===== config.mk =====
export PLATFORM = sky130hd
export DESIGN_NAME = pointer_activity_layer_switch_unit
export DESIGN_NICKNAME = d
export VERILOG_FILES = /design/src/rtl/core/palsw_pkg.sv /design/src/rtl/core/palsw_next.sv /design/src/rtl/core/pointer_activity_layer_switch_unit.sv
export VERILOG_INCLUDE_DIRS = /design/src /design/src/rtl/core
export SDC_FILE = /design/constraint.sdc
export NUM_CORES = 1
export LEC_CHECK = 0
export BUFFER_PORTS_ARGS = -buffer_cell sky130_fd_sc_hd__buf_2
export CAP_MARGIN = 20
export CELL_PAD_IN_SITES_DETAIL_PLACEMENT = 0
export CELL_PAD_IN_SITES_GLOBAL_PLACEMENT = 1
export CORE_MARGIN = 2
export CORE_UTILIZATION = 41
export DETAILED_ROUTE_END_ITERATION = 10
export PLACE_DENSITY = 0.86
export SETUP_SLACK_MARGIN = 0.4
export SLEW_MARGIN = 40
export SYNTH_ARGS = -nofsm -noshare
export SYNTH_HDL_FRONTEND = slang
export SYNTH_SLANG_ARGS = --single-unit

===== constraint.sdc =====
create_clock -name clk -period 5.49 [get_ports clk]
set_input_delay 0.549 -clock clk [delete_from_list [all_inputs] [get_ports clk]]
set_output_delay 0.549 -clock clk [all_outputs]
set_load 0.02 [all_outputs]

===== src/rtl/core/pointer_activity_layer_switch_unit_assert.svh =====
// Assertion macros for the pointer activity layer switch.
// Expects clk and arst_n in the scope where a macro is used.
`ifndef POINTER_ACTIVITY_LAYER_SWITCH_UNIT_ASSERT_SVH
`define POINTER_ACTIVITY_LAYER_SWITCH_UNIT_ASSERT_SVH

// Property checked at every clock edge outside reset.
`define PALSW_ASSERT(lbl, prop, msg) \
	lbl: assert property (@(posedge clk) disable iff (!arst_n) (prop)) else $error(msg);

// Condition in one cycle implies a consequence in the next.
`define PALSW_ASSERT_NEXT(lbl, ante, cons, msg) \
	lbl: assert property (@(posedge clk) disable iff (!arst_n) (ante) |=> (cons)) else $error(msg);

`endif


===== src/rtl/core/palsw_pkg.sv =====
// Shared types and constants for the pointer activity layer switch.
// No dependencies.
package palsw_pkg;

	typedef enum logic [1:0] {
		CMD_KEY       = 2'd0,
		CMD_REPORT    = 2'd1,
		CMD_FORCE_ON  = 2'd2,
		CMD_FORCE_OFF = 2'd3
	} cmd_t;

	typedef enum logic [1:0] {
		CHG_NONE = 2'd0,
		CHG_ON   = 2'd1,
		CHG_OFF  = 2'd2
	} change_t;

	localparam logic [1:0] KIND_TOGGLE = 2'd1;
	localparam logic [1:0] KIND_GOTO   = 2'd2;

	localparam int unsigned ADDR_W = 5;

	localparam logic [2:0] REG_ENABLE     = 3'd0;
	localparam logic [2:0] REG_LAYER      = 3'd1;
	localparam logic [2:0] REG_IDLE_TMO   = 3'd2;
	localparam logic [2:0] REG_KEY_DELAY  = 3'd3;
	localparam logic [2:0] REG_DEBOUNCE   = 3'd4;
	localparam logic [2:0] REG_MOTION_THR = 3'd5;
	localparam logic [2:0] REG_SUPPRESS   = 3'd6;

	localparam logic [15:0] RST_IDLE_TMO   = 16'd650;
	localparam logic [15:0] RST_KEY_DELAY  = 16'd200;
	localparam logic [7:0]  RST_DEBOUNCE   = 8'd25;
	localparam logic [7:0]  RST_MOTION_THR = 8'd10;

	typedef struct packed {
		logic        enable;
		logic [4:0]  ptr_layer;
		logic [15:0] idle_timeout;
		logic [15:0] key_guard;
		logic [7:0]  hold_debounce;
		logic [7:0]  motion_threshold;
		logic        suppress_in_delay;
	} cfg_t;

	typedef struct packed {
		cmd_t               command;
		logic [15:0]        now_ms;
		logic               key_is_event;
		logic               key_pressed;
		logic [1:0]         key_kind;
		logic [4:0]         key_target_layer;
		logic signed [7:0]  move_x;
		logic signed [7:0]  move_y;
		logic signed [7:0]  scroll_h;
		logic signed [7:0]  scroll_v;
		logic [7:0]         buttons;
	} item_t;

	typedef struct packed {
		logic        layer_active;
		logic [15:0] activity_time;
		logic [15:0] last_key_time;
		logic [7:0]  held_keys;
	} state_t;

	typedef struct packed {
		logic    layer_engaged;
		change_t layer_change;
		logic    zero_report;
	} result_t;

	// |a| + |b| of two 8-bit two's complement values, clipped at 255
	function automatic logic [7:0] sat_mag_sum(logic [7:0] a, logic [7:0] b);
		logic [8:0] ma;
		logic [8:0] mb;
		logic [9:0] s;
		ma = a[7] ? (9'd256 - {1'b0, a}) : {1'b0, a};
		mb = b[7] ? (9'd256 - {1'b0, b}) : {1'b0, b};
		s  = {1'b0, ma} + {1'b0, mb};
		return (s > 10'd255) ? 8'hFF : s[7:0];
	endfunction

endpackage


===== src/rtl/core/palsw_next.sv =====
// Next-state and result logic for one beat of the layer switch.
// Depends on palsw_pkg.
module palsw_next (
	input  palsw_pkg::cfg_t    cfg,
	input  palsw_pkg::state_t  cur,
	input  palsw_pkg::item_t   item,
	output palsw_pkg::state_t  nxt,
	output palsw_pkg::result_t res
);
	import palsw_pkg::*;

	logic [7:0]  motion;
	logic [7:0]  scroll;
	logic        button;
	logic        moving_on;
	logic        moving_act;
	logic [15:0] since_key;
	logic [15:0] idle;
	logic        do_exit;
	logic [7:0]  held_upd;
	change_t     change;
	logic        erase;

	assign motion    = sat_mag_sum(item.move_x, item.move_y);
	assign scroll    = sat_mag_sum(item.scroll_h, item.scroll_v);
	assign button    = |item.buttons;
	// activation wants scroll above a quarter of the threshold; while on any scroll counts
	assign moving_on  = (motion > cfg.motion_threshold) || (scroll > {2'b00, cfg.motion_threshold[7:2]})
		|| button;
	assign moving_act = (motion > cfg.motion_threshold) || (scroll != 8'd0) || button;
	assign since_key = item.now_ms - cur.last_key_time;
	assign idle      = item.now_ms - cur.activity_time;

	always_comb begin
		held_upd = cur.held_keys;
		if (item.key_is_event) begin
			if (item.key_pressed) begin
				if (cur.held_keys != 8'hFF) held_upd = cur.held_keys + 8'd1;
			end else begin
				if (cur.held_keys != 8'd0) held_upd = cur.held_keys - 8'd1;
			end
		end
	end

	assign do_exit = (item.key_target_layer != cfg.ptr_layer) &&
		((item.key_kind == KIND_TOGGLE) || ((item.key_kind == KIND_GOTO) && item.key_pressed));

	always_comb begin
		nxt    = cur;
		change = CHG_NONE;
		erase  = 1'b0;
		if (cfg.enable) begin
			unique case (item.command)
				CMD_KEY: begin
					if (!cur.layer_active && item.key_is_event) begin
						nxt.last_key_time = item.now_ms;
					end else if (do_exit) begin
						nxt.activity_time = '0;
						nxt.held_keys     = '0;
						nxt.layer_active  = 1'b0;
						if (cur.layer_active) change = CHG_OFF;
					end else begin
						nxt.held_keys     = held_upd;
						nxt.activity_time = item.now_ms;
					end
				end
				CMD_REPORT: begin
					if (!cur.layer_active) begin
						if (since_key <= cfg.key_guard) begin
							erase = cfg.suppress_in_delay;
						end else if (moving_on) begin
							nxt.activity_time = item.now_ms;
							nxt.layer_active  = 1'b1;
							change            = CHG_ON;
						end
					end else if (moving_act) begin
						nxt.activity_time = item.now_ms;
					end else if ((idle > {8'd0, cfg.hold_debounce}) && (cur.held_keys == 8'd0)
						&& (idle > cfg.idle_timeout)) begin
						nxt.activity_time = '0;
						nxt.layer_active  = 1'b0;
						change            = CHG_OFF;
					end
				end
				CMD_FORCE_ON: begin
					nxt.activity_time = item.now_ms;
					nxt.layer_active  = 1'b1;
					if (!cur.layer_active) change = CHG_ON;
				end
				CMD_FORCE_OFF: begin
					nxt.activity_time = '0;
					nxt.held_keys     = '0;
					nxt.layer_active  = 1'b0;
					if (cur.layer_active) change = CHG_OFF;
				end
				default: begin
					nxt = cur;
				end
			endcase
		end
	end

	assign res.layer_engaged = nxt.layer_active;
	assign res.layer_change  = change;
	assign res.zero_report   = erase;

endmodule


===== src/rtl/core/pointer_activity_layer_switch_unit.sv =====
// Pointer activity layer switch: top level with register port and beat pipeline.
// A beat is registered in stage 1, its result in stage 2; the state updates in one pass.
// Throughput: one beat per cycle; the input stalls only while both stages are full
// and the result is stalled.
// Reset (arst_n low, async): layer off, times and key count zero, registers at defaults.
// Depends on palsw_pkg, palsw_next and the assertion macro header.
module pointer_activity_layer_switch_unit (
	input  logic                          clk,
	input  logic                          arst_n,
	input  logic                          psel,
	input  logic                          penable,
	input  logic                          pwrite,
	input  logic [palsw_pkg::ADDR_W-1:0]  paddr,
	input  logic [31:0]                   pwdata,
	output logic [31:0]                   prdata,
	output logic                          pready,
	input  logic                          item_valid,
	output logic                          item_stall,
	input  logic [1:0]                    command,
	input  logic [15:0]                   now_ms,
	input  logic                          key_is_event,
	input  logic                          key_pressed,
	input  logic [1:0]                    key_kind,
	input  logic [4:0]                    key_target_layer,
	input  logic signed [7:0]             move_x,
	input  logic signed [7:0]             move_y,
	input  logic signed [7:0]             scroll_h,
	input  logic signed [7:0]             scroll_v,
	input  logic [7:0]                    buttons,
	output logic                          result_valid,
	input  logic                          result_stall,
	output logic                          layer_engaged,
	output logic [1:0]                    layer_change,
	output logic                          zero_report
);
	import palsw_pkg::*;

	`include "pointer_activity_layer_switch_unit_assert.svh"

	cfg_t    cfg_q;
	state_t  state_q;
	state_t  state_nxt;
	result_t res_nxt;
	item_t   item_s1;
	logic    valid_s1;
	result_t res_s2;
	logic    valid_s2;
	logic    adv_s2;
	logic    cfg_wr;
	logic [2:0] reg_idx;

	// ---------------- register port ----------------
	assign pready  = 1'b1;
	assign reg_idx = paddr[ADDR_W-1:2];
	assign cfg_wr  = psel && penable && pwrite && pready;

	always_ff @(posedge clk or negedge arst_n) begin
		if (!arst_n) begin
			cfg_q.enable            <= 1'b0;
			cfg_q.ptr_layer         <= '0;
			cfg_q.idle_timeout      <= RST_IDLE_TMO;
			cfg_q.key_guard         <= RST_KEY_DELAY;
			cfg_q.hold_debounce     <= RST_DEBOUNCE;
			cfg_q.motion_threshold  <= RST_MOTION_THR;
			cfg_q.suppress_in_delay <= 1'b0;
		end else if (cfg_wr) begin
			unique case (reg_idx)
				REG_ENABLE:     cfg_q.enable            <= pwdata[0];
				REG_LAYER:      cfg_q.ptr_layer         <= pwdata[4:0];
				REG_IDLE_TMO:   cfg_q.idle_timeout      <= pwdata[15:0];
				REG_KEY_DELAY:  cfg_q.key_guard         <= pwdata[15:0];
				REG_DEBOUNCE:   cfg_q.hold_debounce     <= pwdata[7:0];
				REG_MOTION_THR: cfg_q.motion_threshold  <= pwdata[7:0];
				REG_SUPPRESS:   cfg_q.suppress_in_delay <= pwdata[0];
				default: ;
			endcase
		end
	end

	always_comb begin
		unique case (reg_idx)
			REG_ENABLE:     prdata = {31'd0, cfg_q.enable};
			REG_LAYER:      prdata = {27'd0, cfg_q.ptr_layer};
			REG_IDLE_TMO:   prdata = {16'd0, cfg_q.idle_timeout};
			REG_KEY_DELAY:  prdata = {16'd0, cfg_q.key_guard};
			REG_DEBOUNCE:   prdata = {24'd0, cfg_q.hold_debounce};
			REG_MOTION_THR: prdata = {24'd0, cfg_q.motion_threshold};
			REG_SUPPRESS:   prdata = {31'd0, cfg_q.suppress_in_delay};
			default:        prdata = 32'd0;
		endcase
	end

	// ---------------- beat pipeline ----------------
	assign adv_s2     = !valid_s2 || !result_stall;
	assign item_stall = valid_s1 && !adv_s2;

	always_ff @(posedge clk or negedge arst_n) begin
		if (!arst_n) begin
			valid_s1 <= 1'b0;
		end else if (!item_stall) begin
			valid_s1 <= item_valid;
		end
	end

	always_ff @(posedge clk) begin
		if (item_valid && !item_stall) begin
			item_s1.command          <= cmd_t'(command);
			item_s1.now_ms           <= now_ms;
			item_s1.key_is_event     <= key_is_event;
			item_s1.key_pressed      <= key_pressed;
			item_s1.key_kind         <= key_kind;
			item_s1.key_target_layer <= key_target_layer;
			item_s1.move_x           <= move_x;
			item_s1.move_y           <= move_y;
			item_s1.scroll_h         <= scroll_h;
			item_s1.scroll_v         <= scroll_v;
			item_s1.buttons          <= buttons;
		end
	end

	palsw_next u_next (
		.cfg  (cfg_q),
		.cur  (state_q),
		.item (item_s1),
		.nxt  (state_nxt),
		.res  (res_nxt)
	);

	// state commits in the same edge that loads the result
	always_ff @(posedge clk or negedge arst_n) begin
		if (!arst_n) begin
			state_q  <= '0;
			valid_s2 <= 1'b0;
		end else if (adv_s2) begin
			valid_s2 <= valid_s1;
			if (valid_s1) state_q <= state_nxt;
		end
	end

	always_ff @(posedge clk) begin
		if (adv_s2 && valid_s1) res_s2 <= res_nxt;
	end

	assign result_valid  = valid_s2;
	assign layer_engaged = res_s2.layer_engaged;
	assign layer_change  = res_s2.layer_change;
	assign zero_report   = res_s2.zero_report;

	// ---------------- checks ----------------
	`PALSW_ASSERT(a_held_only_on, !state_q.layer_active |-> (state_q.held_keys == 8'd0),
		"keys counted while layer off")
	`PALSW_ASSERT(a_change_on,
		(result_valid && (res_s2.layer_change == CHG_ON)) |-> res_s2.layer_engaged,
		"turn-on reported with layer off")
	`PALSW_ASSERT(a_change_off,
		(result_valid && (res_s2.layer_change == CHG_OFF)) |-> !res_s2.layer_engaged,
		"turn-off reported with layer on")
	`PALSW_ASSERT_NEXT(a_result_tracks_state, valid_s1 && adv_s2,
		result_valid && (res_s2.layer_engaged == state_q.layer_active), "result and state disagree")
	`PALSW_ASSERT(a_stall_needs_beat, item_stall |-> (valid_s1 && valid_s2 && result_stall),
		"input stalled with room")

endmodule

==> flow_summary.toml, run 1 <==
[synthesis]
syn-instance-count = 1166
synth-main-ff-cell = "dfrtp_1"
synth_compound_area_share_pct = 18.4
synth-xor-area-share_pct = 4.51
yosys.area_share.simple_pct = 13.1
yosys.area.top_type_share_pct = 19.1
synth_common_cells = "inv_1 (129), ha_1 (117), o21ai_0 (113), nand2_1 (109), dfrtp_1 (86)"
synth_edf_count = 71
ys_seq_elements = 169
post-synth-top-count-cell = "inv_1"
ys_async_sr_fraction_pct = 58.0
synthMuxAreaShare_pct = 2.53
synth_top_family_by_area = "compound AO/OA/AOI/OAI gates"
synth.avg_cell_area_um2 = 9.66
yosysWarnings = 0
synth_adder_area_share_pct = 13.9
ys_seq_area_share_pct = 40.8
synth_top_area_cell = "dfrtp_1"
yosys.cell_types.count = 71
synthTopCellsByArea = "dfrtp_1 (19%), edfxtp_1 (19%), ha_1 (13%), o21ai_0 (5.0%), inv_1 (4.3%)"
syn_area_um2 = 11300

[pwr]
switching_share_pct = 38.7
power_frac_seq_pct = 32.2
clkPwrFrac_pct = 22.7
p_per_area_nw_per_um2 = 409
combPwrFrac_pct = 45.1
ir_drop_uv = 225
p_sw_w = 0.00211
p_leak_nw = 5.96
intPower_w = 0.00336

[critical_path]
endpoint_kind = "flop"
crit_slowest_cell = "or4_4"
slowest_delay_ps = 570
crit_fanout = 8
cp.arrival_ps = 5470
cp_common_cell = "buf_6"
path_class = "reg2reg"
crit_required_ps = 5830
path_buf_inv = 4
cp_top_family = "compound AO/OA/AOI/OAI gates"
crit_path_start_kind = "flop"

[clock_tree]
clock-sinks = 169
htreeDepth = 4
cts_tree = "yes"
cts_hold_buffers = 0
cts_buffers = 17
clock_path_buffers = 2
cts-root-buf = "clkbuf_16"
clk_latency_ps = 440
clk_pin_slew_ps = 70

[drt]
detail_route.wl_per_cell_um = 16.2
drt_pass1_iterations = 5
drc = 0
viasPerCell = 5.32
drt_iter0_markers = 584
antenna_left = 0
vias = 8826
wl_um = 26900

[grt]
grt_pass1_wl_um = 42400
grt_pass1_vias = 8537
grt_max_degree = 60
antenna_found_initial = 0
grtUsageTotal_pct = 18.7
grt-ovfl-total = 0

[floorplan]
start_util_pct = 41.8
rows = 60
core_um2 = 27000
io_pins = 150
die_y_um = 170
die_area_um2 = 28800
die_x_um = 170

[timing]
slew_headroom_pct = 50.2
setup_viol = 0
maxSlewViolCount = 0
hold_ws_ps = 96.4
finalCriticalPeriod_ps = 5130
fmax_mhz = 195
skew_ps = 10.0
hold_viol = 0
final.setup.tns_ps = 0
finalCritPeriodShare_pct = 93.5
tightest_slew_ps = 740
grt_setup_unrepaired = "true"

[run]
max-cap-violations = 0

[final_layout]
num_antenna_cells = 0
final_area_um2 = 13400
seq_area_um2 = 4600
fillers = 2511
nets = 1539
multi_input_area_um2 = 6340
finalNonFillerCells = 1660
area_growth_syn_to_layout_pct = 18.9
drive_gt1_share_pct = 20.1

[hold_path]
holdCritPathClass = "in2async"

[place]
dpl.hpwl_um = 20300
io_buffers = 114
gp_congestion = 0.876
numPlacedInstances = 1607
postPlaceCellArea_um2 = 12200

[outcome]
status = "finished clean"
==> through the flow <==
stage          setup slack, ps  power (W)  util [%]
2_1_floorplan              465    0.00346         -
3_3_place_gp               211    0.00400      45.3
3_5_place_dp              87.9    0.00407      45.4
4_1_cts                    398    0.00539      48.4
5_1_grt                    168    0.00591      49.7
6_report                   359    0.00547      49.7
==> worst reg2reg max path: cells and delay by family (launching register included) <==
family	cells	cell delay [ps]
DFF	1	420
buffers and inverters	4	630
xor gates and xnor gates	1	70
adders and majority gates	2	650
and+or+nand+nor	7	1360
AOI/OAI and AO/OA	11	1900
==> placed cells by master, fill, tap and decap left out, types with 6 or more instances in the layout <==
| cell type | Yosys | layout |
|---|---|---|
| or3_1 | 15 | 14 |
| conb_1 | 2 | 21 |
| buf_4 | 17 | 20 |
| nand3_1 | 16 | 13 |
| nand2_1 | 109 | 107 |
| inv_6 | 0 | 6 |
| nor2_1 | 40 | 40 |
| o211ai_1 | 7 | 7 |
| mux2_2 | 12 | 12 |
| o31ai_2 | 0 | 11 |
| ha_1 | 117 | 112 |
| nor2b_1 | 18 | 18 |
| nor4_1 | 7 | 7 |
| o21a_1 | 12 | 11 |
| o41ai_1 | 17 | 17 |
| nand2b_1 | 28 | 25 |
| inv_1 | 129 | 124 |
| xnor2_1 | 43 | 41 |
| a21oi_1 | 46 | 42 |
| dfstp_2 | 12 | 12 |
| a22oi_1 | 11 | 11 |
| nand4_1 | 14 | 14 |
| a211oi_1 | 14 | 12 |
| clkbuf_16 | 0 | 19 |
| xor2_1 | 15 | 15 |
| o31ai_1 | 26 | 12 |
| o21bai_1 | 10 | 10 |
| edfxtp_1 | 71 | 71 |
| o21ai_0 | 113 | 107 |
| mux2i_1 | 15 | 15 |
| nor3_1 | 17 | 14 |
| buf_2 | 2 | 113 |
| a21o_1 | 23 | 23 |
| dfrtp_1 | 86 | 86 |
| and3_1 | 8 | 8 |
| buf_6 | 2 | 12 |
==> layer usage <==
| layer | global-route usage (%) | wire, µm |
|---|---|---|
| met4 | 5.72 | 574 |
| met3 | 3.61 | 1240 |
| met2 | 30.1 | 12300 |
| met5 | 0 | 0 |
| met1 | 25.7 | 12800 |
==> power by group through the flow <==
stage | registers [W] | logic, W | clock network [W]
after floorplan | 0.00173 | 0.00173 | 0
after global placement | 0.00177 | 0.00223 | 0
after detailed placement | 0.00178 | 0.00229 | 0
after CTS | 0.00176 | 0.00237 | 0.00126
after global routing | 0.00179 | 0.00279 | 0.00132
final | 0.00176 | 0.00247 | 0.00124
==> repair_timing <==
action                                  4_1_cts  5_1_grt
gates cloned                                  1        1
pin swaps                                    15       31
hold endpoints to repair                      0        0
endpoints found under the setup margin       19       18
gates resized for setup                      29       55
buffers inserted                             13        5
==> cell type report <==
type                    count  area share (%)
clock buffers              20            3.58
clock inverters            12           0.935
inverters                 129            3.62
multi-input cells         840            47.4
flip-flops and latches    169            34.4
well taps                 341            3.19
repair buffers            149            6.95
==> path summary, 6_finish.rpt <==
kind                        startpoint           to  slack, ps  cells past startpoint
max                        item_s1[24]  state_q[24]        360                     25
min                             arst_n    cfg_q[30]        100                      1
max reg2reg                item_s1[24]  state_q[24]        360                     25
min reg2reg                state_q[20]  state_q[20]        480                      2
max in group asynchronous       arst_n     cfg_q[4]       4330                      3
min in group clk           scroll_v[5]  item_s1[13]        280                      1
==> flip-flops by register name, indices dropped and copies added (netlist names) <==
signal,flops
layer_change,2
layer_engaged,1
zero_report,1
item_s1,67
result_valid,1
valid_s1,1
cfg_q,55
state_q,41
==> cell families after synthesis <==
logic type | after synthesis
compound gates | 317
xor+xnor | 58
fa+ha+maj | 122
buf+inv | 176
flops | 169
mux | 27
other cells | 2
simple gates | 295
(Power assumes the default switching activity.)
==> run 2: changes to the inputs <==
Settings changed: CORE_UTILIZATION 41 to 40, CTS_CLUSTER_DIAMETER set to 30, PLACE_DENSITY 0.86 to 0.85.
==> flow_summary.toml, run 2 (synthesis gave the netlist of run 1 again) <==
[outcome]
status = "finished clean"

[pwr]
intPower_w = 0.00329
combPwrFrac_pct = 45.0
switching_share_pct = 39.0
ir_drop_uv = 266
p_sw_w = 0.00210
power_frac_seq_pct = 32.7
finalPower_w = 0.00539
p_leak_nw = 5.87
p_per_area_nw_per_um2 = 406
clkPwrFrac_pct = 22.3

[final_layout]
final_cell_mix = "inv_1 (125), buf_2 (113), ha_1 (111), o21ai_0 (107), nand2_1 (107)"
multi_input_area_um2 = 6320
utilization_pct = 47.8
top_register = "item_s1"
num_antenna_cells = 0
final_common_cell = "inv_1"
area_growth_syn_to_layout_pct = 17.9
nets = 1530
seq_area_um2 = 4600
reg.largest.list = "item_s1: 67 flops, cfg_q: 55 flops, state_q: 41 flops"
largest_reg_flops = 67
fillers = 2634
drive_gt1_share_pct = 19.5

[clock_tree]
clock-sinks = 169
cts_hold_buffers = 0
clock_path_buffers = 2
cts_tree = "yes"
clk_latency_ps = 440
cts_buffers = 17
cts-root-buf = "clkbuf_16"
clk_pin_slew_ps = 60
htreeDepth = 4

[place]
gp_congestion = 0.883
dpl.hpwl_um = 20500
io_buffers = 114

[timing]
final.setup.tns_ps = 0
slew_headroom_pct = 48.6
finalCritPeriodShare_pct = 89.2
hold_viol = 0
fmax_mhz = 204
skew_ps = 15.3
maxSlewViolCount = 0
setup_viol = 0
grt_setup_unrepaired = "true"
tightest_slew_ps = 769
finalCriticalPeriod_ps = 4900

[floorplan]
core_um2 = 27800
die_x_um = 172
start_util_pct = 40.5
die_area_um2 = 29500
die_y_um = 172
rows = 61
io_pins = 150

[drt]
vias = 8816
wl_um = 27200
drc = 0
detail_route.wl_per_cell_um = 16.1
antenna_left = 0
drt_pass1_iterations = 5
viasPerCell = 5.22
drt_iter0_markers = 543

[critical_path]
crit_path_start_kind = "flop"
crit_fanout = 8
path_class = "reg2reg"
crit_required_ps = 5780
cp.arrival_ps = 5190
endpoint_kind = "flop"

[grt]
grt_pass1_wl_um = 44000
grt_max_degree = 68
grt_pass1_vias = 8665
grt-ovfl-total = 0
antenna_found_initial = 0
grtUsageTotal_pct = 19.0

[hold_path]
holdCritPathClass = "in2async"

[run]
max-cap-violations = 0
-- run 2: cell types whose count changed in the layout (fill, tap and decap cells not counted), moves of 2 or more --
| cell | delta |
|---|---|
| inv_6 | -3 |
| nor2b_1 | -2 |
| inv_8 | -2 |
| buf_6 | -7 |
| o31ai_1 | +2 |
| clkinv_4 | +2 |
| buf_12 | -2 |
| o31ai_4 | -2 |
| clkinvlp_4 | +2 |
-- run 2: layout make-up --
class	count	area share [%]
inverters	129	3.65
flip-flops and latches	169	34.7
repair buffers	140	6.17
clock buffers	20	3.45
well taps	378	3.56
multi-input cells	840	47.6
clock inverters	12	0.877
-- run 2: power groups by stage --
stage / clock network (W) / logic (W) / registers, W
CTS: 0.00123 / 0.00234 / 0.00176
global placement: 0 / 0.00223 / 0.00177
floorplan: 0 / 0.00173 / 0.00173
finish: 0.00120 / 0.00243 / 0.00176
detailed placement: 0 / 0.00229 / 0.00178
global route: 0.00128 / 0.00276 / 0.00180
-- run 2: worst max-delay path, stage by stage (launching register included) --
cell       delay, ps
edfxtp_1         420
inv_2            100
ha_4             210
nand2_4           60
o21ai_4           70
fa_2             400
a21o_1           180
a21oi_2          140
o21bai_1         100
a21oi_2          170
nor2b_2           60
o21ai_1          140
nand2b_1          70
a211o_1          280
or2_4            270
ha_4             210
nor2b_4          110
o211ai_1         180
a21oi_1           90
o22a_1           250
a2111oi_4        320
nand4_1          220
nor4_4           240
or4_4            230
buf_12           150
o31ai_2           70
-- run 2: final timing paths --
path                            depth (start not counted)  slack [ps]        start     endpoint
worst min-delay path                                    1         110       arst_n    cfg_q[45]
worst max register to register                         25         590  item_s1[32]  state_q[24]
worst max-delay path                                   25         590  item_s1[32]  state_q[24]
max in group asynchronous                               2        4450       arst_n     cfg_q[2]
min in group clk                                        1         280  scroll_h[4]  item_s1[20]
worst min register to register                          2         480  state_q[13]  state_q[13]
-- run 2: metal layers --
metal	vias to the layer above	part of all wire, %	GRT usage, %
met4	0	1.9	5.19
li1	4414	-	-
met1	4152	48	26.6
met2	214	45	30.5
met3	36	4.9	2.97
met5	-	0	0
-- run 2: timing repair --
| action | in CTS | in global routing |
|---|---|---|
| resized for setup | 19 | 52 |
| endpoints found under the setup margin | 18 | 20 |
| setup buffers | 5 | 6 |
| pin swaps | 9 | 25 |
| gates cloned | 1 | 0 |
-- run 2: stage by stage --
step	setup slack (ps)	cells	hold WS [ps]	area [µm²]
2_1_floorplan	465	1185	253	11400
3_3_place_gp	186	1644	463	12300
3_5_place_dp	75.7	1644	471	12300
4_1_cts	407	1682	113	13000
5_1_grt	286	1688	133	13300
6_report	590	1688	105	13300
